### config.mk
export PLATFORM = sky130hd
export DESIGN_NAME = nicrx_parse
export DESIGN_NICKNAME = d
export VERILOG_FILES = /design/src/design/nicrx_pkg.sv /design/src/design/nicrx_parse.sv
export SDC_FILE = /design/constraint.sdc
export NUM_CORES = 1
export LEC_CHECK = 0
export BUFFER_PORTS_ARGS = -buffer_cell sky130_fd_sc_hd__buf_2
export CORE_ASPECT_RATIO = 1.2
export CORE_UTILIZATION = 40
export DETAILED_ROUTE_END_ITERATION = 12
export SKIP_CTS_REPAIR_TIMING = 1
export SYNTH_ARGS = -nofsm -noshare
export SYNTH_HDL_FRONTEND = slang
export SYNTH_SLANG_ARGS = --single-unit
### constraint.sdc
create_clock -name clock -period 4.6 [get_ports clock]
set_clock_uncertainty 0.2 [all_clocks]
set_input_delay 0.46 -clock clock [delete_from_list [all_inputs] [get_ports clock]]
set_output_delay 0.46 -clock clock [all_outputs]
set_load 0.03 [all_outputs]
### src/design/nicrx_pkg.sv
// ----------------------------------------------------------------------------
// nicrx_pkg
// Shared types and constants for the receive ring deframer: result kinds,
// the result payload and the internal result transaction.
// ----------------------------------------------------------------------------
package nicrx_pkg;

   // Ring header layout and frame limits
   localparam int HDR_BYTES    = 4;
   localparam int MIN_GOOD_LEN = 18;
   localparam int RP_BACKOFF   = 16;

   // Result kinds
   typedef enum logic [1:0] {
      KIND_PAYLOAD    = 2'd0,
      KIND_FRAME_DONE = 2'd1,
      KIND_RING_RESET = 2'd2
   } kind_type;

   // One result item
   typedef struct packed {
      kind_type    kind;
      logic [7:0]  payload_byte;
      logic        payload_last;
      logic        delivered;
      logic [15:0] read_pointer;
   } rsp_payload_type;

   // Result transaction from the parser to the result register
   typedef struct packed {
      logic            valid;
      rsp_payload_type data;
   } result_type;

endpackage

### src/design/nicrx_parse.sv
// ----------------------------------------------------------------------------
// nicrx_parse
// Header and body tracking for the receive ring. Collects the 4-byte
// header, checks the length, then walks the frame body, producing
// payload bytes, a frame-done result at the aligned end, or a ring reset.
// ----------------------------------------------------------------------------
module nicrx_parse import nicrx_pkg::*; #(
   parameter int RING_BYTES = 8208,
   parameter int MAX_FRAME  = 1514
) (
   input  logic        clock,
   input  logic        reset,
   input  logic        rx_enable,
   input  logic        item_valid,
   input  logic [7:0]  item_byte,
   input  logic        take,
   output result_type  result
);

   // Offset holds values below RING_BYTES (assumes MAX_FRAME + 11 <= RING_BYTES)
   localparam int MAX_LEN = MAX_FRAME + HDR_BYTES;
   localparam int OFF_W   = $clog2(RING_BYTES);
   localparam int LEN_W   = $clog2(MAX_LEN + 1);
   localparam int TOT_W   = $clog2(MAX_LEN + 8);
   localparam int END_W   = $clog2(RING_BYTES + MAX_LEN + 8);
   localparam int RPX_W   = (OFF_W > 16) ? OFF_W : 16;

   // Header byte positions
   localparam logic [1:0] HDR_STATUS_LO = 2'd0;
   localparam logic [1:0] HDR_STATUS_HI = 2'd1;
   localparam logic [1:0] HDR_LEN_LO    = 2'd2;
   localparam logic [1:0] HDR_LEN_HI    = 2'd3;
   localparam int         STATUS_OK_BIT = 0;

   typedef enum logic {
      PH_HEADER,
      PH_BODY
   } phase_type;

   phase_type        phase_ff,   phase_in;
   logic [1:0]       hdr_cnt_ff, hdr_cnt_in;
   logic             status_ok_ff, status_ok_in;
   logic [7:0]       len_lo_ff,  len_lo_in;
   logic [LEN_W-1:0] len_ff,     len_in;
   logic             good_ff,    good_in;
   logic [TOT_W-1:0] total_ff,   total_in;
   logic [END_W-1:0] end_ff,     end_in;
   logic [TOT_W-1:0] idx_ff,     idx_in;
   logic [OFF_W-1:0] offset_ff,  offset_in;
   result_type       result_in;

   logic             fire;
   logic [15:0]      hdr_len;
   logic             hdr_bad;
   logic [END_W-1:0] end_sum;
   logic [END_W-1:0] end_aligned;
   logic [TOT_W-1:0] idx_next;
   logic [OFF_W-1:0] wrap_off;
   logic [RPX_W-1:0] rp_full;

   assign fire = item_valid && take;

   // Header length check and aligned frame end
   assign hdr_len     = {item_byte, len_lo_ff};
   assign hdr_bad     = (int'(hdr_len) < HDR_BYTES) || (int'(hdr_len) > MAX_LEN);
   assign end_sum     = END_W'(offset_ff) + END_W'(hdr_len) + END_W'(HDR_BYTES + 3);
   assign end_aligned = end_sum & ~END_W'(3);

   // Body position and wrapped next-frame offset
   assign idx_next = idx_ff + TOT_W'(1);
   assign wrap_off = (end_ff >= END_W'(RING_BYTES)) ?
                     OFF_W'(end_ff - END_W'(RING_BYTES)) : OFF_W'(end_ff);
   assign rp_full  = RPX_W'(wrap_off) - RPX_W'(RP_BACKOFF);

   // Next state and result
   always_comb begin
      phase_in     = phase_ff;
      hdr_cnt_in   = hdr_cnt_ff;
      status_ok_in = status_ok_ff;
      len_lo_in    = len_lo_ff;
      len_in       = len_ff;
      good_in      = good_ff;
      total_in     = total_ff;
      end_in       = end_ff;
      idx_in       = idx_ff;
      offset_in    = offset_ff;
      result_in    = '0;

      if (fire && rx_enable) begin
         unique case (phase_ff)
            PH_HEADER: begin
               unique case (hdr_cnt_ff)
                  HDR_STATUS_LO: begin
                     status_ok_in = item_byte[STATUS_OK_BIT];
                     hdr_cnt_in   = hdr_cnt_ff + 2'd1;
                  end
                  HDR_STATUS_HI: begin
                     hdr_cnt_in = hdr_cnt_ff + 2'd1;
                  end
                  HDR_LEN_LO: begin
                     len_lo_in  = item_byte;
                     hdr_cnt_in = hdr_cnt_ff + 2'd1;
                  end
                  HDR_LEN_HI: begin
                     hdr_cnt_in = HDR_STATUS_LO;
                     if (hdr_bad) begin
                        // Corrupt header: restart at the ring base
                        offset_in                   = '0;
                        result_in.valid             = 1'b1;
                        result_in.data.kind         = KIND_RING_RESET;
                        result_in.data.read_pointer = 16'(-RP_BACKOFF);
                     end else begin
                        phase_in = PH_BODY;
                        len_in   = LEN_W'(hdr_len);
                        good_in  = status_ok_ff && (int'(hdr_len) >= MIN_GOOD_LEN);
                        end_in   = end_aligned;
                        total_in = TOT_W'(end_aligned - END_W'(offset_ff));
                        idx_in   = TOT_W'(HDR_BYTES);
                     end
                  end
                  default: begin
                     hdr_cnt_in = HDR_STATUS_LO;
                  end
               endcase
            end
            PH_BODY: begin
               if (good_ff && (idx_ff < TOT_W'(len_ff))) begin
                  // Pass a payload byte, mark the one before the CRC
                  idx_in                      = idx_next;
                  result_in.valid             = 1'b1;
                  result_in.data.kind         = KIND_PAYLOAD;
                  result_in.data.payload_byte = item_byte;
                  result_in.data.payload_last = (idx_next == TOT_W'(len_ff));
               end else if (idx_next >= total_ff) begin
                  // Last byte before the aligned end: advance the offset
                  offset_in                   = wrap_off;
                  phase_in                    = PH_HEADER;
                  hdr_cnt_in                  = HDR_STATUS_LO;
                  idx_in                      = '0;
                  result_in.valid             = 1'b1;
                  result_in.data.kind         = KIND_FRAME_DONE;
                  result_in.data.delivered    = good_ff;
                  result_in.data.read_pointer = rp_full[15:0];
               end else begin
                  // Drop CRC, padding or skipped frame bytes
                  idx_in = idx_next;
               end
            end
            default: begin
               phase_in = PH_HEADER;
            end
         endcase
      end
   end

   // Hold parser state
   always_ff @(posedge clock) begin
      if (reset) begin
         phase_ff     <= PH_HEADER;
         hdr_cnt_ff   <= HDR_STATUS_LO;
         status_ok_ff <= 1'b0;
         len_lo_ff    <= '0;
         len_ff       <= '0;
         good_ff      <= 1'b0;
         total_ff     <= '0;
         end_ff       <= '0;
         idx_ff       <= '0;
         offset_ff    <= '0;
      end else begin
         phase_ff     <= phase_in;
         hdr_cnt_ff   <= hdr_cnt_in;
         status_ok_ff <= status_ok_in;
         len_lo_ff    <= len_lo_in;
         len_ff       <= len_in;
         good_ff      <= good_in;
         total_ff     <= total_in;
         end_ff       <= end_in;
         idx_ff       <= idx_in;
         offset_ff    <= offset_in;
      end
   end

   // Result goes straight to the result register, which loads it this cycle
   assign result = result_in;

endmodule

# Word-level counts from Yosys, hierarchy flattened
# Cells that the tools add are included.
# word_totals
regBits,72
input_bits,13
output_inout_bits,29
wordCells,80
# classes
n_addsub,7
order_cmp,6
eq_ne,9
mux,33
n_bitwise,2
reduce_logical,13
# op_table
op,count
14-bit 2-to-1 mux,5
11-bit 2-to-1 mux,4
17-bit 2-to-1 mux,2
16-bit 2-to-1 mux,2
16-bit one-hot mux with 2 select lines,1
29-bit 2-to-1 mux,1
14-bit one-hot mux with 2 select lines,1
11-bit one-hot mux with 2 select lines,1
16-bit by 5-bit >= comparator with 1-bit output (second input constant),1
16-bit by 11-bit greater-than comparator with 1-bit output (second input constant),1
16-bit by 3-bit < comparator with 1-bit output (second input constant),1
14-bit by 5-bit subtractor with 15-bit output (second input constant),1
14-bit adder,1
14-bit by 3-bit adder with 14-bit output (second input constant),1
14-bit >= comparator (second input constant),1
14-bit subtractor (second input constant),1
3-bit 2-to-1 mux,4
3-bit AND reduction,4
11-bit by 1-bit adder with 11-bit output (second input constant),1
11-bit == test,1
11-bit >= comparator,1
11-bit < comparator,1
11-bit subtractor,1
10-bit 2-to-1 mux,1
18 further kinds,31

# Logic depth before layout (Yosys ltp)
# depth
depth_word,7
ltp_mapped,17
ltp_nobuf,17

# Worst setup path after synthesis
# No wires, ideal clock.
# synth_timing
kind,reg-to-output
from,register end_ff[5]
to,output result[15] (netlist name)
arrival_ns,3.762
required_time_ns,3.940
slack_ns,0.178
stages_incl_launch_ff,11
n_path_buf,1
cell_sequence,dfxtp_1 > inv_1 > ha_1 > or3b_2 > nor4b_4 > a2111oi_0 > xor2_1 > or4_4 > or4_4 > a21oi_1 > buf_4
# synth_rtl
element,line_no,rtl
start: declaration,nicrx_parse.sv:47,"logic [END_W-1:0] end_ff, end_in;"
start signal: assignment,nicrx_parse.sv:177,end_ff <= end_in;
end: declaration,nicrx_parse.sv:17,output result_type result

==> summary.txt <==
Outcome
  – Status: complete, no violations

Setup path
  – Cell family with most CP delay: simple AND/OR/NAND/NOR gates
  – Crit-path slowest cell: or4_4
  – Worst setup SP type: flip-flop
  – CP Data Arrival Time: 3.79 ns
  – Crit path largest cell delay: roughly 0.59 ns
  – Critical path peak fanout: 7
  – Worst Path Buf+Inv: 1
  – Critical path data required time: ~4 ns
  – CP dominant cell by count: or4_4
  – Worst Setup End Kind: output port
  – Critical path start-end classification: flip-flop to output port
  – CP Cell Sequence: ha_1 -> or3b_2 -> nor4b_4 -> a2111oi_2 -> xor2_1 -> or4_4 -> or4_4 -> a21oi_1 -> buf_2

Pwr
  – Psw: 0.292 mW
  – Comb power frac: 4.0%
  – Tot Pwr: approximately 1.4 mW
  – Leak pwr: ~2.4 nW
  – Worst VDD drop: ~0.00011 V
  – Reg power frac: a little over two fifths
  – Switching portion of total power: 21.4%
  – Pwr Density: between 200 and 250 nW/um^2
  – Total internal power: 1.07 mW
  – Clk network pwr share: a little over half

Synthesis
  – Most used flip-flop cell after synthesis: dfxtp_1
  – Mean Syn Cell Area: 7.78 um^2
  – Sequential share of the synthesized area: 27.3%
  – Leading area contributor after synthesis: dfxtp_1
  – EDFF count, synth: 0
  – Yosys top cell area share: 27.3%
  – Ranking of synthesized cells by area: dfxtp_1, ha_1, a21oi_1
  – Synth Instances: 640
  – Synthesis warning total: 0
  – Yosys reg bits: 68
  – Unique masters post-synth: 55
  – Asr flop ratio synth: 0%
  – Synthesized area: about 5000 um^2
  – Commonest cells in the netlist: nand2_1, dfxtp_1, a21oi_1
  – Cell with the most instances after synthesis: nand2_1

Run
  – Maxcap violations: 0

Timing
  – Max-slew violations: 0
  – Setup TNS Final: 0 ns
  – Slew of the pin with the lowest slew margin: 0.902 ns
  – Final setup vio count: 0
  – Min Hold Slack: 0.195 ns
  – Fmax: 225 MHz
  – RSZ-0062 raised after global routing: no
  – Final hold violation count: 0
  – Rel. slew slack: between 30 and 40%
  – Final period util: 96.8%
  – Period minus WS final: 4.45 ns

Finish
  – # diodes: 0
  – Final core occ: 47.0%
  – Filler cell count: 1245
  – Final net count: 749
  – Reg area: 1360 um^2
  – Multi-input logic area: about 3300 um^2
  – Share of cells above drive strength 1: 11.6%
  – Area grow syn2layout: 14.4%

Placed design
  – Port bufs: 39
  – Global placement routability congestion: approximately 0.84
  – Final HPWL DP: 10300 um

Detailed routing
  – WL/cell: 16.1 um
  – Via count: 4645
  – Drt pass-1 iters: 4
  – Drt via density: 5.52
  – Final ANT Viol Nets: 0
  – Post-route DRC: 0
  – DRT Wirelength: 13600 um
  – Iter 0 DRT Violations: 218

Clock tree
  – Worst-Skew Late Latency: 0.33 ns
  – Clock Path Buffers: 2
  – Clock Pin Slew Worst Setup and Hold Paths: 0.06 ns
  – TritonCTS Buffers: 9
  – CTS tree: yes
  – Clock root cell: clkbuf_16
  – # clock sinks: 68
  – H-tree depth: 3

Die
  – CORE AREA: approximately 12000 um^2
  – Die H: 124 um
  – Starting Density: approximately 41%
  – Num rows: 44
  – Die width: roughly 100 um
  – IO Pins: 42
  – Die area: 12900 um^2

Global route
  – GR Util All Layers: 21.6%
  – First-pass GRT wire length: 22300 um
  – Largest net degree at the start of global routing: 48
  – Initial antenna violation count: 0
  – Vias in the first global route: roughly 4500
  – Global route overflow: 0

Worst hold path
  – Worst hold path type: primary input to flip-flop
==> cells in the final DEF (no fill, tap or decap), types with 3 or more instances in the layout <==
master and instances:
nand2_1 86, dfxtp_1 68, a21oi_1 65, ha_1 57, inv_1 46, buf_2 39
nand3_1 36, xnor2_1 35, nor2_1 34, buf_4 18, nor3_1 17, and3_1 17
o21ai_0 13, xor2_1 12, a22o_1 12, clkbuf_16 9, or3_1 8, nor3b_1 7
a21o_1 7, a32oi_1 7, a211oi_1 6, nor4_1 6, o31ai_1 6, o211ai_1 5
nand4_1 5, nand3b_1 4, o21a_1 4, nand2b_1 3, a31oi_1 3, clkbuf_8 3
==> kinds of logic (layout without fill, tap and decap cells) <==
family | after synthesis | in the layout | share of synthesized area, %
simple gates | 235 | 235 | 23.2
buf+inv | 78 | 118 | 6.10
xor+xnor | 47 | 47 | 8.26
flops | 68 | 68 | 27.3
mux | 2 | 2 | 0.402
other cells | 1 | 2 | 0.0753
fa+ha+maj | 59 | 59 | 15.1
compound gates | 150 | 150 | 19.5
==> through the flow <==
step	area [um^2]	setup slack (ns)	cells
2_1_floorplan	4990	0.178	641
3_3_place_gp	5390	0.454	827
3_5_place_dp	5390	0.267	827
4_1_cts	5690	-0.104	842
5_1_grt	5700	0.00481	842
6_report	5700	0.149	842
==> final timing paths <==
kind / startpoint / to / slack (ns) / cells after the start
worst min-delay path: item_byte[7] / len_lo_ff[7] / 0.20 / 3
worst max register to register: len_lo_ff[7] / total_ff[10] / 0.79 / 15
worst max-delay path: end_ff[4] / result[15] / 0.15 / 9
worst min register to register: total_ff[10] / total_ff[10] / 0.25 / 2
==> sequential cells by signal (all words and copies together), names as in the netlist <==
register and cells:
end_ff 12, offset_ff 12, idx_ff 11, len_ff 11, total_ff 9, len_lo_ff 8, hdr_cnt_ff 2, good_ff 1
phase_ff 1, status_ok_ff 1
==> power by group through the flow <==
stage                     clock (mW)  combinational, mW  sequential (mW)
after floorplan                    0             0.0360            0.603
after global placement             0             0.0527            0.604
after detailed placement           0             0.0536            0.604
after CTS                      0.728             0.0541            0.591
after global routing           0.751             0.0600            0.591
final                          0.716             0.0544            0.591
==> routing by layer <==
| layer | track usage, % | up-vias | part of all wire, % |
|---|---|---|---|
| met3 | 2.98 | 29 | 3.5 |
| met2 | 39.4 | 105 | 50 |
| met5 | 0 | - | 0 |
| li1 | - | 2352 | - |
| met1 | 25.3 | 2159 | 44 |
| met4 | 8.24 | 0 | 2.7 |
==> area by class of cell <==
type | count | share of cell area, %
inverters | 46 | 3.03
clock buffers | 14 | 4.81
multi-input cells | 495 | 58.4
repair buffers | 57 | 5.80
flip-flops and latches | 68 | 23.9
clock inverters | 1 | 0.527
well taps | 161 | 3.54
==> tightest hold or removal path, delay by kind of cell <==
| family | cells | cell delay [ns] |
|---|---|---|
| buf+inv | 1 | 0.11 |
| simple gates | 1 | 0.06 |
| compound gates | 1 | 0.05 |
Power figures use the tool's default switching activity.
