$ cat src/design/nicrx_if.sv
// ----------------------------------------------------------------------------
// nicrx_if
// Valid/ready channels of the receive ring deframer: ring bytes in,
// result items out.
// ----------------------------------------------------------------------------

// Ring byte channel
interface nicrx_req_if;
   logic       valid;
   logic       ready;
   logic [7:0] ring_byte;

   modport source (output valid, output ring_byte, input ready);
   modport sink   (input valid, input ring_byte, output ready);
endinterface


$ cat src/design/nicrx_in_stage.sv
// ----------------------------------------------------------------------------
// nicrx_in_stage
// Input register for ring bytes. Takes a new transaction whenever the
// register is empty or the parser consumes the byte it holds.
// ----------------------------------------------------------------------------
module nicrx_in_stage (
   input  logic        clock,
   input  logic        reset,
   nicrx_req_if.sink   req_ch,
   input  logic        take,
   output logic        item_valid,
   output logic [7:0]  item_byte
);

   logic       valid_ff;
   logic [7:0] byte_ff;
   logic       load;

   // Accept while empty or while the held byte drains this cycle
   assign req_ch.ready = !valid_ff || take;
   assign load         = req_ch.valid && req_ch.ready;

   // Hold or refill the input register
   always_ff @(posedge clock) begin
      if (reset) begin
         valid_ff <= 1'b0;
      end else if (load) begin
         valid_ff <= 1'b1;
      end else if (take) begin
         valid_ff <= 1'b0;
      end
   end

   always_ff @(posedge clock) begin
      if (load) begin
         byte_ff <= req_ch.ring_byte;
      end
   end

   assign item_valid = valid_ff;
   assign item_byte  = byte_ff;

endmodule

$ cat src/flat_wrapper.sv
// flat-port wrapper written by rule: the top's interface ports become plain ports
module nicrx_in_stage_flat 
  (clock, reset, take, item_valid, item_byte, req_ch_valid, req_ch_ring_byte, req_ch_ready);
  nicrx_req_if req_ch_i ();
  input  logic clock;
  input  logic reset;
  input  logic take;
  output logic item_valid;
  output logic [7:0] item_byte;
  input wire logic [$bits(req_ch_i.valid)-1:0] req_ch_valid;
  input wire logic [$bits(req_ch_i.ring_byte)-1:0] req_ch_ring_byte;
  output wire logic [$bits(req_ch_i.ready)-1:0] req_ch_ready;
  assign req_ch_i.valid = req_ch_valid;
  assign req_ch_i.ring_byte = req_ch_ring_byte;
  assign req_ch_ready = req_ch_i.ready;
  nicrx_in_stage u_core (.clock(clock), .reset(reset), .req_ch(req_ch_i), .take(take), .item_valid(item_valid), .item_byte(item_byte));
endmodule
$ cat config.mk
export PLATFORM = sky130hd
export DESIGN_NAME = nicrx_in_stage_flat
export DESIGN_NICKNAME = d
export VERILOG_FILES = /design/src/design/nicrx_if.sv /design/src/design/nicrx_in_stage.sv /design/src/flat_wrapper.sv
export SDC_FILE = /design/constraint.sdc
export NUM_CORES = 1
export LEC_CHECK = 0
export BUFFER_PORTS_ARGS = -buffer_cell sky130_fd_sc_hd__buf_2
export CORE_AREA = 2 2 39 41
export DETAILED_ROUTE_END_ITERATION = 10
export DIE_AREA = 0 0 41 43
export PLACE_DENSITY_LB_ADDON = 0.1
export SLEW_MARGIN = 20
export SYNTH_ARGS = -nofsm -noshare
export SYNTH_HDL_FRONTEND = slang
export SYNTH_SLANG_ARGS = --single-unit
$ cat constraint.sdc
create_clock -name clock -period 1.5 [get_ports clock]
set_clock_uncertainty 0.05 [all_clocks]
set_input_delay 0.45 -clock clock [delete_from_list [all_inputs] [get_ports clock]]
set_output_delay 0.45 -clock clock [all_outputs]
set_load 0.05 [all_outputs]
Word level (Yosys, flattened, before mapping)
Cells that the tools add are included.
{"block": "op_classes", "n_mux": 2, "n_reduce_logical": 4}
{"operator": "two-way mux 1 bit", "n": 2}
{"operator": "nonzero test 2 bit", "n": 1}
{"operator": "logical AND 1 bit", "n": 1}
{"operator": "zero test 1 bit", "n": 1}
{"operator": "logical OR 1 bit", "n": 1}
{"block": "totals", "reg_bits": 9, "input_bits": 12, "out_inout_bits": 10, "word_cells": 8}

Logic depth before layout (Yosys ltp)
Gate-level depths: netlist of the first run.
{"block": "depth", "ltp_word": 4, "ltp_mapped": 2}

Worst setup path after synthesis of the first run
No wires, ideal clock.
{"block": "synth_path", "path_kind": "register -> register", "from": "reg u_core.valid_ff (netlist: u_core.item_valid)", "to": "reg u_core.byte_ff[0] (netlist: u_core.item_byte[0]) (enable)", "arrival_time_ns": 1.125, "path_slack_ns": 0.076, "stages_incl_launch_ff": 3, "path_buffers": 0, "cell_sequence": "dfxtp_1 nand2b_4 and2_4"}
{"block": "synth_via", "elab_chain_cells": 3}
{"item": "from (decl)", "line_no": "nicrx_in_stage.sv:15", "source": "logic valid_ff;"}
{"item": "from (signal assigned)", "line_no": "nicrx_in_stage.sv:26", "source": "valid_ff <= 1'b0;"}
{"item": "from (signal assigned)", "line_no": "nicrx_in_stage.sv:28", "source": "valid_ff <= 1'b1;"}
{"item": "from (signal assigned)", "line_no": "nicrx_in_stage.sv:30", "source": "valid_ff <= 1'b0;"}
{"item": "zero test 1 bit", "line_no": "nicrx_in_stage.sv:20", "source": "assign req_ch.ready = !valid_ff || take;"}
{"item": "logical OR 1 bit", "line_no": "nicrx_in_stage.sv:20"}
{"item": "via req_ch_ready", "line_no": "flat_wrapper.sv:12", "source": "output wire logic [$bits(req_ch_i.ready)-1:0] req_ch_ready;"}
{"item": "logical AND 1 bit", "line_no": "nicrx_in_stage.sv:21", "source": "assign load = req_ch.valid && req_ch.ready;"}
{"item": "via u_core.load", "line_no": "nicrx_in_stage.sv:17", "source": "logic load;"}
{"item": "to (signal assigned)", "line_no": "nicrx_in_stage.sv:36", "source": "byte_ff <= req_ch.ring_byte;"}
{"item": "to (decl)", "line_no": "nicrx_in_stage.sv:16", "source": "logic [7:0] byte_ff;"}
The timed path passes the listed nets, and every way through them passes these cells.
A chain may end at the register's enable or synchronous reset.

Worst setup path after layout of the first run
{"block": "layout_path", "from": "reg u_core.valid_ff (netlist: u_core.item_valid)", "to": "out req_ch_ready"}
{"block": "layout_via", "elab_chain_cells": 2}
{"item": "zero test 1 bit", "line_no": "nicrx_in_stage.sv:20"}
{"item": "logical OR 1 bit", "line_no": "nicrx_in_stage.sv:20"}
{"item": "to (decl)", "line_no": "flat_wrapper.sv:12"}
No other way between the ends.

==> impl_metrics.json, run 1 <==
{
  "syn_avg_cell_area_um2": 22.7,
  "gp_congestion": 0.539,
  "ctsHoldBuffers": 0,
  "path_clk_slew_ps": 60,
  "hold_path.class": "primary input to register",
  "final_area_um2": 447,
  "synth_edf_count": 8,
  "vias": 195,
  "routed_wl_um": 512,
  "grt_pass1_vias": 218,
  "synthCells": 13,
  "maxSlewViolCount": 0,
  "ir_drop_v": 0.000358,
  "netlist.area_leader.share": 0.814,
  "dpl_cell_area_um2": 420,
  "grtUsageTotal": 0.0741,
  "pin_count": 22,
  "synth.distinct_cells": 6,
  "status": "completed",
  "ys_ff_latch": 9,
  "fin_setup_tns_ps": 0,
  "post-cts-setup-buffers": 0,
  "fp.dieW_um": 41,
  "final_nets": 51,
  "min_period_over_period": 0.946,
  "clock_sinks": 9,
  "fin_crit_ps": 1420,
  "first_pass_iters": 2,
  "grt_start_max_net_pins": 9,
  "ys_seq_area_frac": 0.881,
  "yosysTopAreaCell": "edfxtp_1",
  "yosys_warnings": 0,
  "p_per_area_mw_per_mm2": 1280,
  "initialDrtViolationCount": 1,
  "cap_violations": 0,
  "ys.flop_type": "edfxtp_1",
  "core_mm2": 0.00138,
  "dieArea_mm2": 0.00176,
  "ys_async_sr_fraction": 0,
  "path_class": "register to output pin",
  "tightest_slew_ps": 250,
  "place_inst": 50,
  "fin_cells": 54,
  "post_drt_wl_per_cell_um": 9.48,
  "start_util": 0.213,
  "hold_viol_final": 0,
  "die_h_um": 43,
  "synth_area_leaders": "edfxtp_1 81%, dfxtp_1 6.8%, nand2b_4 4.7%, a21oi_2 3.0%, and2_4 3.0%",
  "cp.arrival_ps": 920,
  "yosysMostFrequentCell": "edfxtp_1",
  "clock_latency_ps": 250,
  "drive_gt1_frac": 0.711,
  "area_delta_synth_final_pct": 51.3,
  "setup_viol_count_final": 0,
  "grt_antenna_before_repair": 0,
  "crit_fanout": 3,
  "drtAntennaViolNets": 0,
  "whs_ps": 297,
  "relSlewSlack": 0.835,
  "clockBufferDepth": 2,
  "vias_per_cell": 3.61,
  "syn_nets": 25,
  "cts_buffers": 3,
  "final_util": 0.323,
  "cts_tree": "built",
  "endpoint_kind": "output pin",
  "grt_pass1_wl_um": 821,
  "crit_required_ps": 1000,
  "ctsResizeCount": 0,
  "fmax_mhz": 705,
  "antenna_cells": 0,
  "h-tree-depth": 1,
  "drc_errors": 0,
  "io_buffers": 21,
  "worstSetupStartpointType": "register",
  "rows": 14,
  "rsz0062_at_grt": "false",
  "p_leak_uw": 0.000202,
  "cts_root_buf": "clkbuf_4",
  "synth_area_um2": 295,
  "overflow": 0
}
-- cell usage in the layout (no fill, tap or decap), drive strengths merged --
cell type	instances
and2	1
buf	21
edfxtp	8
nand2b	1
clkbuf	4
dfxtp	1
inv	1
a21oi	1
-- critical path, stage by stage, from the launching register on --
cell and delay (ps):
dfxtp_1 330, nand2b_4 80, buf_2 260
-- routing by layer --
metal / GRT usage / wire length (µm)
met1: 0.0633 / 147
met2: 0.122 / 296
met3: 0.0314 / 68
met4: 0.0600 / 0
met5: 0 / 0
-- flip-flops by register name (all words and copies together), names as in the netlist --
register / flops
u_core.item_valid: 1
u_core.item_byte: 8
-- where the power goes --
group	internal, µW	total, µW	switching (µW)
sequential	290	294	3.91
clock	102	182	79.8
combinational	25.5	95.8	70.3
-- layout make-up --
| cell class | instances | area, µm² |
|---|---|---|
| Fill cell | 153 | 937 |
| Sequential cell | 9 | 260 |
| Timing Repair Buffer | 21 | 105 |
| Multi-Input combinational cell | 3 | 31.3 |
| Clock buffer | 4 | 26.3 |
| Tap cell | 16 | 20.0 |
| Inverter | 1 | 3.75 |
-- kinds of logic (layout without fill, tap and decap cells) --
kind of cell           count (synthesis)  in the layout  share of synthesized area
AO/OA/AOI/OAI                          1              1                     0.0297
flip-flops                             9              9                      0.881
AND/OR/NAND/NOR                        2              2                     0.0763
buffers and inverters                  1             26                     0.0127
-- path summary, 6_finish.rpt --
path	from	to	slack, ps	depth (start not counted)
max	u_core.item_valid$_SDFFE_PP0P_	req_ch_ready	80	2
min	reset	u_core.item_valid$_SDFFE_PP0P_	300	2
max reg2reg	u_core.item_valid$_SDFFE_PP0P_	u_core.item_byte[0]$_DFFE_PP_	540	2
min reg2reg	u_core.item_valid$_SDFFE_PP0P_	u_core.item_valid$_SDFFE_PP0P_	450	2
-- per-stage QoR --
step	setup slack (ps)	power (µW)
finish	81.6	572
global route	36.3	597
CTS	67.1	582
detailed placement	94.1	397
global placement	102	395
floorplan	76.3	367
(Power assumes the default switching activity.)
==> run 2: changes to the inputs <==
Settings changed: ABC_AREA from default to 1, GPL_TIMING_DRIVEN from default to 0.
==> impl_metrics.json, run 2 <==
{
  "status": "completed",
  "syn_avg_cell_area_um2": 20.6,
  "die_h_um": 43,
  "hold_path.class": "primary input to register",
  "cts_tree": "built",
  "synth_area_leaders": "edfxtp_1 83%, dfxtp_1 7.0%, a21oi_2 3.0%, nand2_2 2.2%, a21oi_1 1.7%",
  "dieArea_mm2": 0.00176,
  "p_per_area_mw_per_mm2": 1280,
  "worstSetupStartpointType": "register",
  "cp_slowest_cell": "dfxtp_1",
  "yosysMostFrequentCell": "edfxtp_1",
  "yosys_warnings": 0,
  "yosysTopAreaCell": "edfxtp_1",
  "netlist.area_leader.share": 0.835,
  "h-tree-depth": 1,
  "ir_drop_v": 0.000427,
  "fp.dieW_um": 41,
  "path_clk_slew_ps": 60,
  "r2r-start": "u_core.item_valid$_SDFFE_PP0P_",
  "ys_seq_area_frac": 0.904,
  "final_area_um2": 443,
  "clock_sinks": 9,
  "synth.distinct_cells": 7,
  "synth_compound_area_frac": 0.0478,
  "min_period_over_period": 0.954,
  "fin_crit_ps": 1430,
  "drc_errors": 0,
  "p_clk_frac": 0.318,
  "path_class": "register to output pin",
  "endpoint": "req_ch_ready",
  "grtUsageTotal": 0.0703,
  "gp_congestion": 0.559,
  "whs_ps": 298,
  "rsz0062_at_grt": "false",
  "switching_share": 0.271,
  "vias": 202,
  "grt_pass1_wl_um": 807,
  "final_nets": 52,
  "largest_reg_flops": 8,
  "nFillCells": 151,
  "dpl_cell_area_um2": 413,
  "first_pass_iters": 2,
  "synth_top_family_by_area": "compound AO/OA/AOI/OAI gates",
  "antenna_cells": 0,
  "synth_area_um2": 288,
  "drtAntennaViolNets": 0,
  "worstSetupStartpoint": "u_core.item_valid$_SDFFE_PP0P_",
  "setup_viol_count_final": 0,
  "endpoint_kind": "output pin",
  "grt_start_max_net_pins": 9,
  "power_frac_comb": 0.165,
  "final_common_cell": "buf_2",
  "intPower_uw": 415,
  "ys_async_sr_fraction": 0,
  "reg2reg_depth": 1,
  "synth_edf_count": 8,
  "synth-xor-area-share": 0,
  "post-cts-setup-buffers": 0,
  "crit_fanout": 3,
  "p_sw_uw": 154,
  "grt_antenna_before_repair": 0,
  "drive_gt1_frac": 0.718,
  "initialDrtViolationCount": 1,
  "synth-simple-area-share": 0.0217,
  "area_delta_synth_final_pct": 53.9,
  "vias_per_cell": 3.67,
  "grt_pass1_vias": 218,
  "post_drt_wl_per_cell_um": 9.00,
  "reg2reg_setup_slack_ps": 370,
  "rr_endpoint": "u_core.item_byte[6]$_DFFE_PP_",
  "cts_root_buf": "clkbuf_4",
  "start_util": 0.208,
  "clock_latency_ps": 250,
  "final_cell_mix": "21 x buf_2, 8 x edfxtp_1, 3 x clkbuf_4, 2 x a21oi_2",
  "cp_cell_sequence": "nand2_2 -> buf_2",
  "ys_ff_latch": 9,
  "hold_viol_final": 0,
  "syn_nets": 26,
  "crit_required_ps": 1000,
  "synth_adder_area_share": 0,
  "io_buffers": 21,
  "relSlewSlack": 0.698,
  "rows": 14,
  "pin_count": 22,
  "maxSlewViolCount": 0,
  "overflow": 0,
  "routed_wl_um": 495,
  "cap_violations": 0,
  "core_mm2": 0.00138,
  "tightest_slew_ps": 453,
  "synthCells": 14,
  "pwr-share-seq": 0.517,
  "p_leak_uw": 0.000198,
  "max_stage_delay_ps": 330,
  "cp.arrival_ps": 930,
  "synthMuxAreaShare": 0,
  "ys.flop_type": "edfxtp_1",
  "fmax_mhz": 699,
  "clockBufferDepth": 2,
  "cts_buffers": 3
}
==> run 2: cell count changes after synthesis <==
cell	change
and2_4	-1
nand2_2	+1
inv_2	+1
nand2b_4	-1
a21oi_1	+1
==> run 2: cells by family (layout without fill, tap and decap cells) <==
family / count (synthesis) / count (layout)
AOI/OAI and AO/OA: 2 / 2
buffers and inverters: 2 / 27
DFF: 9 / 9
and+or+nand+nor: 1 / 1
==> run 2: through the flow <==
stage	setup WS, ps	setup TNS (ps)	util	std cells	total power [µW]
final	68.7	0	0.320	55	569
after floorplan	51.2	0	-	14	365
after global routing	32.7	0	0.320	55	597
after detailed placement	-152	-1210	0.298	51	394
after CTS	70.7	0	0.317	55	581
after global placement	-87.4	-699	0.298	51	392
==> run 2: per-layer routing <==
layer	wire, µm	vias up	GRT usage
met5	0	-	0
met4	0	0	0.0400
met3	59	0	0.0314
met2	272	13	0.119
met1	163	88	0.0640
li1	-	101	-
==> run 2: worst min-delay path by stage <==
stage	start	slack, ps	cells past startpoint	end
floorplan	reset	460	1	u_core.item_valid$_SDFFE_PP0P_
global placement	u_core.item_valid$_SDFFE_PP0P_	420	2	u_core.item_valid$_SDFFE_PP0P_
detailed placement	u_core.item_valid$_SDFFE_PP0P_	430	2	u_core.item_valid$_SDFFE_PP0P_
CTS	reset	290	2	u_core.item_valid$_SDFFE_PP0P_
global route	reset	300	2	u_core.item_valid$_SDFFE_PP0P_
finish	reset	300	2	u_core.item_valid$_SDFFE_PP0P_
==> run 2: what timing repair did <==
| action | 4_1_cts | 5_1_grt |
|---|---|---|
| gates resized for setup | 0 | 1 |
| hold buffers | 0 | 0 |
| endpoints found under the setup margin | 0 | 8 |
==> run 2: critical path: cells and delay by family, from the launching register on <==
family | cells | cell delay (ps)
buffers and inverters | 1 | 260
DFF | 1 | 330
and+or+nand+nor | 1 | 90
==> run 2: cell type report <==
class                      count  area [µm²]  area share
tap                           16        20.0      0.0452
inverter                       2        7.51      0.0169
clock buffer                   4        26.3      0.0593
sequential                     9         260       0.588
timing repair buffer          21         105       0.237
multi-input combinational      3        23.8      0.0537
==> run 2: power by group through the flow <==
stage	sequential [µW]	combinational, µW	clock, µW
after floorplan	351	13.5	0
after global placement	299	93.3	0
after detailed placement	299	94.6	0
after CTS	294	94.5	193
after global routing	296	101	200
final	294	94.1	181
